===== src/hw/rtl/thrc_pkg.sv =====
// Package for the raw temperature and humidity conversion block.
// Holds the request, result and coefficient types, register indexes and constants.
// No dependencies; every other file of the block imports it.
package thrc_pkg;

    localparam int COEF_W = 48;
    localparam int APB_AW = 6;
    localparam int APB_DW = 64;
    localparam int LATENCY = 6;

    localparam logic [2:0] REG_TEMP_OFFSET = 3'd0;
    localparam logic [2:0] REG_TEMP_SLOPE  = 3'd1;
    localparam logic [2:0] REG_HUM_OFFSET  = 3'd2;
    localparam logic [2:0] REG_HUM_LINEAR  = 3'd3;
    localparam logic [2:0] REG_HUM_SQUARE  = 3'd4;
    localparam logic [2:0] REG_COMP_BASE   = 3'd5;
    localparam logic [2:0] REG_COMP_SLOPE  = 3'd6;

    localparam logic signed [COEF_W-1:0] RST_TEMP_OFFSET = -48'sd172228188570;
    localparam logic signed [COEF_W-1:0] RST_TEMP_SLOPE  = 48'sd42949673;
    localparam logic signed [COEF_W-1:0] RST_HUM_OFFSET  = -48'sd8790939061;
    localparam logic signed [COEF_W-1:0] RST_HUM_LINEAR  = 48'sd157625300;
    localparam logic signed [COEF_W-1:0] RST_HUM_SQUARE  = -48'sd6853;
    localparam logic signed [COEF_W-1:0] RST_COMP_BASE   = 48'sd42949673;
    localparam logic signed [COEF_W-1:0] RST_COMP_SLOPE  = 48'sd343597;

    // Twenty-five degrees with 32 fractional bits.
    localparam logic signed [63:0] TEMP_25 = 64'sd107374182400;

    localparam logic [31:0] SAT_POS = 32'h7FFF_FFFF;
    localparam logic [31:0] SAT_NEG = 32'h8000_0000;

    typedef struct packed {
        logic [13:0] raw_temp;
        logic [11:0] raw_hum;
    } thrc_req_t;

    typedef struct packed {
        logic signed [31:0] temperature;
        logic signed [31:0] humidity;
        logic               saturated;
    } thrc_rsp_t;

    typedef struct packed {
        logic signed [COEF_W-1:0] d1;
        logic signed [COEF_W-1:0] d2;
        logic signed [COEF_W-1:0] c1;
        logic signed [COEF_W-1:0] c2;
        logic signed [COEF_W-1:0] c3;
        logic signed [COEF_W-1:0] t1;
        logic signed [COEF_W-1:0] t2;
    } thrc_coef_t;

    typedef struct packed {
        logic               valid;
        logic signed [62:0] pp_hh;
        logic signed [63:0] pp_hl;
        logic signed [63:0] pp_lh;
        logic        [62:0] pp_ll;
        logic signed [60:0] lin;
        logic signed [72:0] quad;
        logic signed [31:0] temperature;
        logic               temp_sat;
    } thrc_part_t;

endpackage


===== src/hw/rtl/thrc_regs.sv =====
// Coefficient register file behind the APB-style configuration port.
// Depends on thrc_pkg for the coefficient type, indexes and reset values.
module thrc_regs import thrc_pkg::*;
(
    input  logic              clk,
    input  logic              rst_n,
    input  logic              psel,
    input  logic              penable,
    input  logic              pwrite,
    input  logic [APB_AW-1:0] paddr,
    input  logic [APB_DW-1:0] pwdata,
    output logic [APB_DW-1:0] prdata,
    output logic              pready,
    output thrc_coef_t        coef
);

    thrc_coef_t coef_reg;
    thrc_coef_t coef_next;
    logic [2:0] index;
    logic       wr_en;
    logic signed [COEF_W-1:0] wdata;

    assign pready = 1'b1;
    assign index  = paddr[5:3];
    assign wr_en  = psel && penable && pwrite && pready;
    assign wdata  = $signed(pwdata[COEF_W-1:0]);

    always_comb
    begin
        coef_next = coef_reg;
        if (wr_en)
        begin
            unique case (index)
                REG_TEMP_OFFSET: coef_next.d1 = wdata;
                REG_TEMP_SLOPE:  coef_next.d2 = wdata;
                REG_HUM_OFFSET:  coef_next.c1 = wdata;
                REG_HUM_LINEAR:  coef_next.c2 = wdata;
                REG_HUM_SQUARE:  coef_next.c3 = wdata;
                REG_COMP_BASE:   coef_next.t1 = wdata;
                REG_COMP_SLOPE:  coef_next.t2 = wdata;
                default:         coef_next = coef_reg;
            endcase
        end
    end

    always_comb
    begin
        unique case (index)
            REG_TEMP_OFFSET: prdata = APB_DW'(coef_reg.d1);
            REG_TEMP_SLOPE:  prdata = APB_DW'(coef_reg.d2);
            REG_HUM_OFFSET:  prdata = APB_DW'(coef_reg.c1);
            REG_HUM_LINEAR:  prdata = APB_DW'(coef_reg.c2);
            REG_HUM_SQUARE:  prdata = APB_DW'(coef_reg.c3);
            REG_COMP_BASE:   prdata = APB_DW'(coef_reg.t1);
            REG_COMP_SLOPE:  prdata = APB_DW'(coef_reg.t2);
            default:         prdata = '0;
        endcase
    end

    always_ff @(posedge clk or negedge rst_n)
    begin
        if (!rst_n)
        begin
            coef_reg.d1 <= RST_TEMP_OFFSET;
            coef_reg.d2 <= RST_TEMP_SLOPE;
            coef_reg.c1 <= RST_HUM_OFFSET;
            coef_reg.c2 <= RST_HUM_LINEAR;
            coef_reg.c3 <= RST_HUM_SQUARE;
            coef_reg.t1 <= RST_COMP_BASE;
            coef_reg.t2 <= RST_COMP_SLOPE;
        end
        else
        begin
            coef_reg <= coef_next;
        end
    end

    assign coef = coef_reg;

endmodule


===== config.mk =====
export PLATFORM = sky130hd
export DESIGN_NAME = thrc_regs
export DESIGN_NICKNAME = d
export VERILOG_FILES = /design/src/hw/rtl/thrc_pkg.sv /design/src/hw/rtl/thrc_regs.sv
export SDC_FILE = /design/constraint.sdc
export NUM_CORES = 1
export LEC_CHECK = 0
export BUFFER_PORTS_ARGS = -buffer_cell sky130_fd_sc_hd__buf_2
export CORE_ASPECT_RATIO = 1.4
export CORE_MARGIN = 2
export CORE_UTILIZATION = 45
export CTS_CLUSTER_DIAMETER = 100
export DETAILED_ROUTE_END_ITERATION = 10
export PLACE_DENSITY = 0.83
export SLEW_MARGIN = 15
export SYNTH_ARGS = -nofsm -noshare
export SYNTH_HDL_FRONTEND = slang
export SYNTH_SLANG_ARGS = --single-unit

===== constraint.sdc =====
create_clock -name clk -period 7.8 [get_ports clk]
set_clock_uncertainty 0.15 [all_clocks]
set_input_delay 0.78 -clock clk [delete_from_list [all_inputs] [get_ports clk]]
set_output_delay 0.78 -clock clk [all_outputs]
set_load 0.05 [all_outputs]

==> reports/summary.txt <==
Pwr Density = 347 nW/um2
io pins = 476
CTS Sinks = 336
Die Wd = 163 um
maxcap violations = 0
Syn. warnings = 0
row count = 81
Worst Tran Pin Value = 1.10 ns
Synthesized Nets = 1,235
TritonCTS clock tree = done
TNS Setup = 0 ns
final worst-path cycle share = 0.542
Max FO, Critical Path = 63
critical path arrival = 3.29 ns
Rel. slew slack = 0.266
Avg WL per Cell = 23.6 um
FILL cells = 2,853
CP Capture Type = output port
Layout Cells excl Fill = 2,038
Mapped Area = 16,000 um2
Critical Path Start Type = input port
die area = 37,100 um2
GRT Residual Overflow = 0
sequential-to-total area share from yosys stat = 0.537
GPL Wtd Cong = 0.831
top_reg_cell synth = dfrtp_1
Initial Utilization = 0.457
Final Core Density = 0.561
share of the synthesized area in the top cell type = 0.284
Via density = 5.73
hold-fix buffers at CTS = 0
initial antenna violation count = 1
Max IR drop VDD = 0.260 mV
worst min path class = in -> async
number of synthesized flops with an enable pin = 0
# nets final = 1,630
Leak = 9.33 nW
synthesized area per cell = 13.8 um2
Total Routing Usage GR = 0.251
Req. time, crit path = 6.87 ns
Worst-path clk slew = 0.06 ns
DR vias = 11,700
hold violation count in the final report = 0
CTS Buf Count = 34
post-synth cell types = 30
Worst-Skew Late Latency = 0.51 ns
Core Box Area = 35,100 um2
RSZ-0062 raised after global routing = no
die height = 227 um
Achievable Freq = 0.237 GHz
Synth area leader = dfrtp_1
port bufs = 455
Post-DRT Antenna Nets = 0
async set-reset flop share out of synthesis = 1.00
post-route minimum period = 4.22 ns
Gate Count Post-Synth = 1,160
first-pass GRT wire length = 71.6 mm
TritonRoute pass-1 iters = 6
Placed Cells = 1,975
CP Class = in -> out
WL final = 48.0 mm
share of layout cells above drive strength 1 = 0.650
run status = finished, final reports clean
Initial DRC Count = 715
largest net degree at the start of global routing = 163
dpl hpwl = 30.9 mm
htree depth = 2
final setup fails = 0
DRC = 0
area growth from synthesis to layout = 22.9%
worst hold slack = 0.136 ns
#FFs+latches synth = 336
postcts setup bufs = 0
# resized after CTS = 0
number of global-route vias before repair = 12,000
Max Root-Sink Buffers = 3
top post-synthesis cells by area = dfrtp_1 28%, dfstp_2 25%, mux2_2 24%
Final Max Slew Viols = 0
root buffer cell = clkbuf_16
max reg flops = 336
==> metal layers <==
layer,track usage,routed length (um),vias up,share of wire
met2,0.431,24200,484,0.50
met4,0.114,2160,0,0.045
li1,-,-,5048,-
met1,0.304,18600,6025,0.39
met5,0,0,-,0
met3,0.0501,3020,129,0.063
==> final cells by class <==
type                            count  area (um2)  area share
Antenna cell                        1        2.50    0.000127
Clock buffer                       50        1020      0.0521
Clock inverter                     12         143     0.00725
Inverter                            1        3.75    0.000191
Multi-Input combinational cell    712        6910       0.351
Sequential cell                   336        8600       0.437
Tap cell                          456         571      0.0290
Timing Repair Buffer              470        2430       0.123
==> kinds of logic after synthesis <==
| group | count (synthesis) | share of synthesized area |
|---|---|---|
| AO/OA/AOI/OAI | 122 | 0.0589 |
| buffers and inverters | 112 | 0.0349 |
| flip-flops | 336 | 0.537 |
| multiplexers | 454 | 0.312 |
| other | 1 | 0.000234 |
| AND/OR/NAND/NOR | 135 | 0.0573 |
==> worst paths after layout <==
kind	startpoint	end	cells after the start	slack, ns
worst max-delay path	paddr[5]	prdata[18]	6	3.58
worst min-delay path	rst_n	coef[78]	1	0.14
worst max register to register	coef[271]	coef[271]	1	6.81
worst min register to register	coef[277]	coef[277]	1	0.37
max in group asynchronous	rst_n	coef[204]	2	5.84
min in group clk	coef[277]	coef[277]	1	0.37
==> per-stage QoR <==
step | setup slack [ns] | total power [mW] | instance area [um2]
finish | 3.58 | 6.83 | 19700
global route | 3.43 | 7.08 | 19700
CTS | 3.43 | 6.87 | 19700
detailed placement | 3.36 | 5.16 | 18500
global placement | 3.44 | 5.10 | 18500
floorplan | 2.83 | 4.49 | 16000
==> report_power, final <==
part | switching [mW] | total (mW) | internal (mW) | leakage [nW]
Clock | 0.677 | 1.69 | 1.01 | 0.568
Combinational | 1.99 | 2.66 | 0.668 | 4.82
Sequential | 0.273 | 2.48 | 2.20 | 3.94
Total | 2.94 | 6.83 | 3.89 | 9.33
==> cell usage after synthesis, types with 2 or more instances <==
library cell	instances
clkbuf_1	39
o21ai_0	25
nand2_1	25
buf_1	9
nor2_1	5
o211a_1	25
nand3b_1	25
mux2_2	339
nand3_1	22
buf_4	19
dfstp_2	154
nand2b_1	2
dfrtp_1	182
nand4b_1	50
mux2_1	21
buf_2	42
o221ai_1	22
o21a_1	47
buf_6	2
mux2i_1	94
or3_1	2
==> worst max-delay path: stages <==
cell and delay, ns:
buf_4 0.53, nand2b_2 0.65, buf_4 0.52, o211a_1 0.30, o21ai_0 0.09, buf_2 0.33
==> cells in the final DEF, fill, tap and decap left out, types with 6 or more instances in the layout <==
master     count
mux2i_1       94
mux2_2       339
o211a_1       25
nand3b_1      25
buf_2        451
clkbuf_16     37
o21ai_0       24
o21a_1        47
mux2_1        21
nand3_1       22
buf_4         15
clkbuf_1       8
nand2_1       25
dfstp_2      154
o221ai_1      22
dfrtp_1      182
nand4b_1      50
clkinv_2       6
Note: power is estimated with default switching activity, not from simulation.
