<file path="config.mk">
export PLATFORM = sky130hd
export DESIGN_NAME = thrc_sum
export DESIGN_NICKNAME = d
export VERILOG_FILES = /design/src/hw/rtl/thrc_pkg.sv /design/src/hw/rtl/thrc_sum.sv
export SDC_FILE = /design/constraint.sdc
export NUM_CORES = 1
export LEC_CHECK = 0
export BUFFER_PORTS_ARGS = -buffer_cell sky130_fd_sc_hd__buf_2
export CAP_MARGIN = 25
export CELL_PAD_IN_SITES_DETAIL_PLACEMENT = 0
export CELL_PAD_IN_SITES_GLOBAL_PLACEMENT = 1
export CORE_MARGIN = 5
export CORE_UTILIZATION = 25
export CTS_BUF_LIST = sky130_fd_sc_hd__clkbuf_8 sky130_fd_sc_hd__clkbuf_16
export DETAILED_ROUTE_END_ITERATION = 16
export GPL_ROUTABILITY_DRIVEN = 0
export PLACE_DENSITY = 0.63
export REMOVE_ABC_BUFFERS = 1
export SETUP_SLACK_MARGIN = 0.02
export SYNTH_ARGS = -nofsm -noshare
export SYNTH_HDL_FRONTEND = slang
export SYNTH_SLANG_ARGS = --single-unit
</file>
<file path="constraint.sdc">
create_clock -name clk -period 6.2 [get_ports clk]
set_input_delay 0.62 -clock clk [delete_from_list [all_inputs] [get_ports clk]]
set_output_delay 0.62 -clock clk [all_outputs]
set_load 0.03 [all_outputs]
</file>
<file path="src/hw/rtl/thrc_pkg.sv">
// Package for the raw temperature and humidity conversion block.
// Holds the request, result and coefficient types, register indexes and constants.
// No dependencies; every other file of the block imports it.
package thrc_pkg;

    localparam int COEF_W = 48;
    localparam int APB_AW = 6;
    localparam int APB_DW = 64;
    localparam int LATENCY = 6;

    localparam logic [2:0] REG_TEMP_OFFSET = 3'd0;
    localparam logic [2:0] REG_TEMP_SLOPE  = 3'd1;
    localparam logic [2:0] REG_HUM_OFFSET  = 3'd2;
    localparam logic [2:0] REG_HUM_LINEAR  = 3'd3;
    localparam logic [2:0] REG_HUM_SQUARE  = 3'd4;
    localparam logic [2:0] REG_COMP_BASE   = 3'd5;
    localparam logic [2:0] REG_COMP_SLOPE  = 3'd6;

    localparam logic signed [COEF_W-1:0] RST_TEMP_OFFSET = -48'sd172228188570;
    localparam logic signed [COEF_W-1:0] RST_TEMP_SLOPE  = 48'sd42949673;
    localparam logic signed [COEF_W-1:0] RST_HUM_OFFSET  = -48'sd8790939061;
    localparam logic signed [COEF_W-1:0] RST_HUM_LINEAR  = 48'sd157625300;
    localparam logic signed [COEF_W-1:0] RST_HUM_SQUARE  = -48'sd6853;
    localparam logic signed [COEF_W-1:0] RST_COMP_BASE   = 48'sd42949673;
    localparam logic signed [COEF_W-1:0] RST_COMP_SLOPE  = 48'sd343597;

    // Twenty-five degrees with 32 fractional bits.
    localparam logic signed [63:0] TEMP_25 = 64'sd107374182400;

    localparam logic [31:0] SAT_POS = 32'h7FFF_FFFF;
    localparam logic [31:0] SAT_NEG = 32'h8000_0000;

    typedef struct packed {
        logic [13:0] raw_temp;
        logic [11:0] raw_hum;
    } thrc_req_t;

    typedef struct packed {
        logic signed [31:0] temperature;
        logic signed [31:0] humidity;
        logic               saturated;
    } thrc_rsp_t;

    typedef struct packed {
        logic signed [COEF_W-1:0] d1;
        logic signed [COEF_W-1:0] d2;
        logic signed [COEF_W-1:0] c1;
        logic signed [COEF_W-1:0] c2;
        logic signed [COEF_W-1:0] c3;
        logic signed [COEF_W-1:0] t1;
        logic signed [COEF_W-1:0] t2;
    } thrc_coef_t;

    typedef struct packed {
        logic               valid;
        logic signed [62:0] pp_hh;
        logic signed [63:0] pp_hl;
        logic signed [63:0] pp_lh;
        logic        [62:0] pp_ll;
        logic signed [60:0] lin;
        logic signed [72:0] quad;
        logic signed [31:0] temperature;
        logic               temp_sat;
    } thrc_part_t;

endpackage

</file>
<file path="src/hw/rtl/thrc_sum.sv">
// Back three pipeline stages: partial product and offset sums, the final
// humidity add, and floor and saturation to the result. Depends on thrc_pkg.
module thrc_sum import thrc_pkg::*;
(
    input  logic       clk,
    input  logic       rst_n,
    input  thrc_part_t part,
    input  thrc_coef_t coef,
    output logic       done,
    output thrc_rsp_t  rsp
);

    logic               v4_reg;
    logic        [127:0] prod_reg;
    logic        [127:0] offs_reg;
    logic signed [31:0] temp4_reg;
    logic               tsat4_reg;

    logic               v5_reg;
    logic        [127:0] h_reg;
    logic signed [31:0] temp5_reg;
    logic               tsat5_reg;

    logic               done_reg;
    thrc_rsp_t          rsp_reg;
    thrc_rsp_t          rsp_next;
    logic               h_fits;

    always_ff @(posedge clk or negedge rst_n)
    begin
        if (!rst_n)
        begin
            v4_reg   <= 1'b0;
            v5_reg   <= 1'b0;
            done_reg <= 1'b0;
        end
        else
        begin
            v4_reg   <= part.valid;
            v5_reg   <= v4_reg;
            done_reg <= v5_reg;
        end
    end

    always_ff @(posedge clk)
    begin
        prod_reg  <= (128'(part.pp_hh) <<< 63) + (128'(part.pp_hl) <<< 32)
                   + (128'(part.pp_lh) <<< 31) + 128'(part.pp_ll);
        offs_reg  <= (128'(coef.c1) <<< 32) + (128'(part.lin) <<< 32)
                   + (128'(part.quad) <<< 32);
        temp4_reg <= part.temperature;
        tsat4_reg <= part.temp_sat;

        h_reg     <= prod_reg + offs_reg;
        temp5_reg <= temp4_reg;
        tsat5_reg <= tsat4_reg;

        rsp_reg   <= rsp_next;
    end

    assign h_fits = (&h_reg[127:79]) || !(|h_reg[127:79]);

    always_comb
    begin
        rsp_next.temperature = temp5_reg;
        rsp_next.saturated   = tsat5_reg || !h_fits;
        if (h_fits)
        begin
            rsp_next.humidity = $signed(h_reg[79:48]);
        end
        else
        begin
            rsp_next.humidity = h_reg[127] ? $signed(SAT_NEG) : $signed(SAT_POS);
        end
    end

    assign done = done_reg;
    assign rsp  = rsp_reg;

endmodule

</file>
==> flow_summary.json <==
{
  "hold_path.startpoint": "part[28]",
  "finalPower_mw": 17.1,
  "drt_iter0_drc": 1871,
  "hold_path.class": "in -> reg",
  "core_um2": 107000,
  "io_pins": 826,
  "slew_headroom_pct": 39.1,
  "drive_gt1_share_pct": 18.1,
  "cts.sinks": 384,
  "die_area_um2": 115000,
  "ff2ff_path_depth": 12,
  "die_w_um": 339,
  "drc": 0,
  "largest_reg_flops": 96,
  "htreeDepth": 2,
  "dpl.hpwl_um": 97400,
  "grt_max_degree": 34,
  "multi_input_area_um2": 18600,
  "start_util_pct": 25.2,
  "vias": 24100,
  "postSynthCellCount": 2974,
  "setup_tns_ns": 0,
  "cts_buffers": 46,
  "setup_violations": 0,
  "via_per_inst": 4.94,
  "status": "finished, final reports clean",
  "grt_overflow": 0,
  "regArea_um2": 7700,
  "hold_depth": 1,
  "worst_slew_pin_slew_ns": 0.909,
  "max_stage_delay_ns": 0.59,
  "fin_crit_ns": 4.77,
  "startpoint_type": "input port",
  "cts_root_buf": "clkbuf_16",
  "powerDensity_nw_per_um2": 522,
  "routed_wl_um": 111000,
  "ys.flop_type": "dfxtp_1",
  "crit_fanout": 7,
  "area_delta_synth_final_pct": 20.9,
  "grt_pass1_vias": 23700,
  "hold_violations": 0,
  "peakVddDrop_mv": 0.186,
  "drtAntennaViolNets": 0,
  "synth_area_leaders": "dfxtp_1 28%, fa_1 12%, ha_1 12%",
  "cp.required_ns": 6.74,
  "grt_pass1_wl_um": 159000,
  "cp_cell_sequence": "buf_2 > fa_1 > ha_1 > inv_1 > fa_1 > nor2b_1 > o31a_1 > o31ai_1 > nand3_1 > nand3_1 > a21oi_1 > a41oi_1 > o41ai_2 > a31oi_1 > o21a_1 > o311ai_0 > buf_4",
  "nNetsFinal": 4602,
  "yosys.cell_types.count": 72,
  "cts_hold_buf": 1,
  "clk_path_buf_depth": 3,
  "antenna_found_initial": 74,
  "slowest_stage": "o41ai_2",
  "cts_tree": "built",
  "ys_warn_count": 0,
  "synth_enable_flop_cells": 0,
  "worstPathArrival_ns": 5.31,
  "gr-usage-all-layers_pct": 18.5,
  "maxSlewViolCount": 0,
  "syn_avg_cell_area_um2": 9.11,
  "post_cts_buffers": 0,
  "syn_area_um2": 27100,
  "firstDrtPassIters": 6,
  "die_h_um": 339,
  "clk_pin_slew_worst_paths_ns": 0.06,
  "cts_resized": 0,
  "worst-setup-path-type": "in -> reg",
  "startpoint": "part[199]",
  "ys_ff_latch": 384,
  "maxClockFrequency_ghz": 0.210,
  "r2r-start": "prod_reg[66]",
  "finalCritPeriodShare_pct": 76.9,
  "rows": 120,
  "fill_cells": 11400,
  "clock_latency_ns": 0.60,
  "async_flop_share_pct": 0.781,
  "grt_setup_unrepaired": "false",
  "ys_seq_area_share_pct": 28.4,
  "leakagePower_nw": 14.4,
  "cp-end-kind": "flip-flop",
  "io_buffer_count": 506,
  "clock_skew_ns": 0.0274,
  "synth_top_area_share_pct": 28.2,
  "routedWlPerCell_um": 22.7,
  "max_cap_violations": 0,
  "synth_top_area_cell": "dfxtp_1"
}
[metal layers]
metal | global-route usage, % | vias up | share of wire (%)
met5 | 0 | - | 0.15
met3 | 4.73 | 146 | 9.6
met1 | 28.6 | 11300 | 50
met2 | 25.0 | 945 | 38
li1 | - | 11700 | -
met4 | 4.90 | 28 | 2.9
[stage by stage]
step / cell area, µm² / setup slack (ns) / hold slack [ns] / utilization (%) / std cells
final: 32700 / 1.43 / 0.145 / 30.5 / 4886
after global routing: 32700 / 1.20 / 0.0905 / 30.4 / 4860
after CTS: 32700 / 1.48 / 0.0765 / 30.4 / 4852
after detailed placement: 31000 / 0.842 / 0.312 / 28.8 / 4766
after global placement: 31000 / 0.864 / 0.310 / 28.8 / 4765
after floorplan: 26600 / 1.73 / 0.310 / - / 2849
[critical path: cells and delay by family]
kind | cells | cell delay, ns
fa+ha+maj | 3 | 1.12
simple gates | 3 | 0.50
buf+inv | 3 | 0.37
compound gates | 8 | 2.67
[where the power goes]
group,switching (mW),internal [mW],leakage (nW)
registers,0.565,3.58,3.25
clock network,1.14,1.83,0.836
logic,6.21,3.78,10.3
[layout make-up]
type	count	share of cell area, %
Clock buffer	53	3.91
Tap cell	1403	5.36
Timing Repair Buffer	515	7.97
Clock inverter	32	1.23
Antenna cell	34	0.260
Sequential cell	384	23.5
Inverter	79	0.906
Multi-Input combinational cell	2386	56.8
[worst paths after layout]
check	endpoint	slack [ns]
max in group asynchronous	done	5.73
min in group asynchronous	v4_reg	0.36
min	temp4_reg[27]	0.15
max reg2reg	h_reg[127]	1.73
min reg2reg	rsp[44]	0.32
max	prod_reg[112]	1.43
[cells in the final DEF, fill, tap and decap left out, drive strengths merged, types with 9 or more instances in the layout]
cell	synthesis	routed
buf	14	514
dfxtp	381	381
a21oi	344	344
ha	261	261
nand2	217	217
fa	169	169
a21o	165	165
o21ai	158	158
nor2	151	151
xnor2	141	141
nand4	102	102
xor2	95	95
inv	79	89
o21bai	73	73
clkbuf	111	53
nand3	50	50
nor3	46	46
o21a	36	36
diode	0	34
nand2b	31	31
a31oi	29	29
nor4	27	27
o31ai	25	25
a21boi	24	24
nor2b	23	23
or3	20	20
and3	17	17
a211oi	17	17
and2	15	15
o211ai	15	15
or2	11	11
and4	10	10
clkinv	0	10
a221oi	9	9
or4	9	9
[Yosys cell counts, types with 17 or more instances]
master	n
a211oi_1	17
a21boi_0	24
a21o_1	165
a21oi_1	343
a31oi_1	29
and3_1	17
clkbuf_1	110
dfxtp_1	381
fa_1	169
ha_1	261
inv_1	79
nand2_1	217
nand2b_1	31
nand3_1	50
nand4_1	102
nor2_1	151
nor2b_1	23
nor3_1	46
nor4_1	26
o21a_1	36
o21ai_0	152
o21bai_1	73
o31ai_1	25
or3_1	20
xnor2_1	141
xor2_1	95
[cell families after synthesis]
family | synth area share (%)
adder cells (fa/ha/maj) | 24.5
AO/OA/AOI/OAI | 22.9
multiplexers | 0.0739
XOR/XNOR | 7.63
buffers and inverters | 2.91
AND/OR/NAND/NOR | 13.5
flip-flops | 28.4
Note: power is estimated with default switching activity, not from simulation.
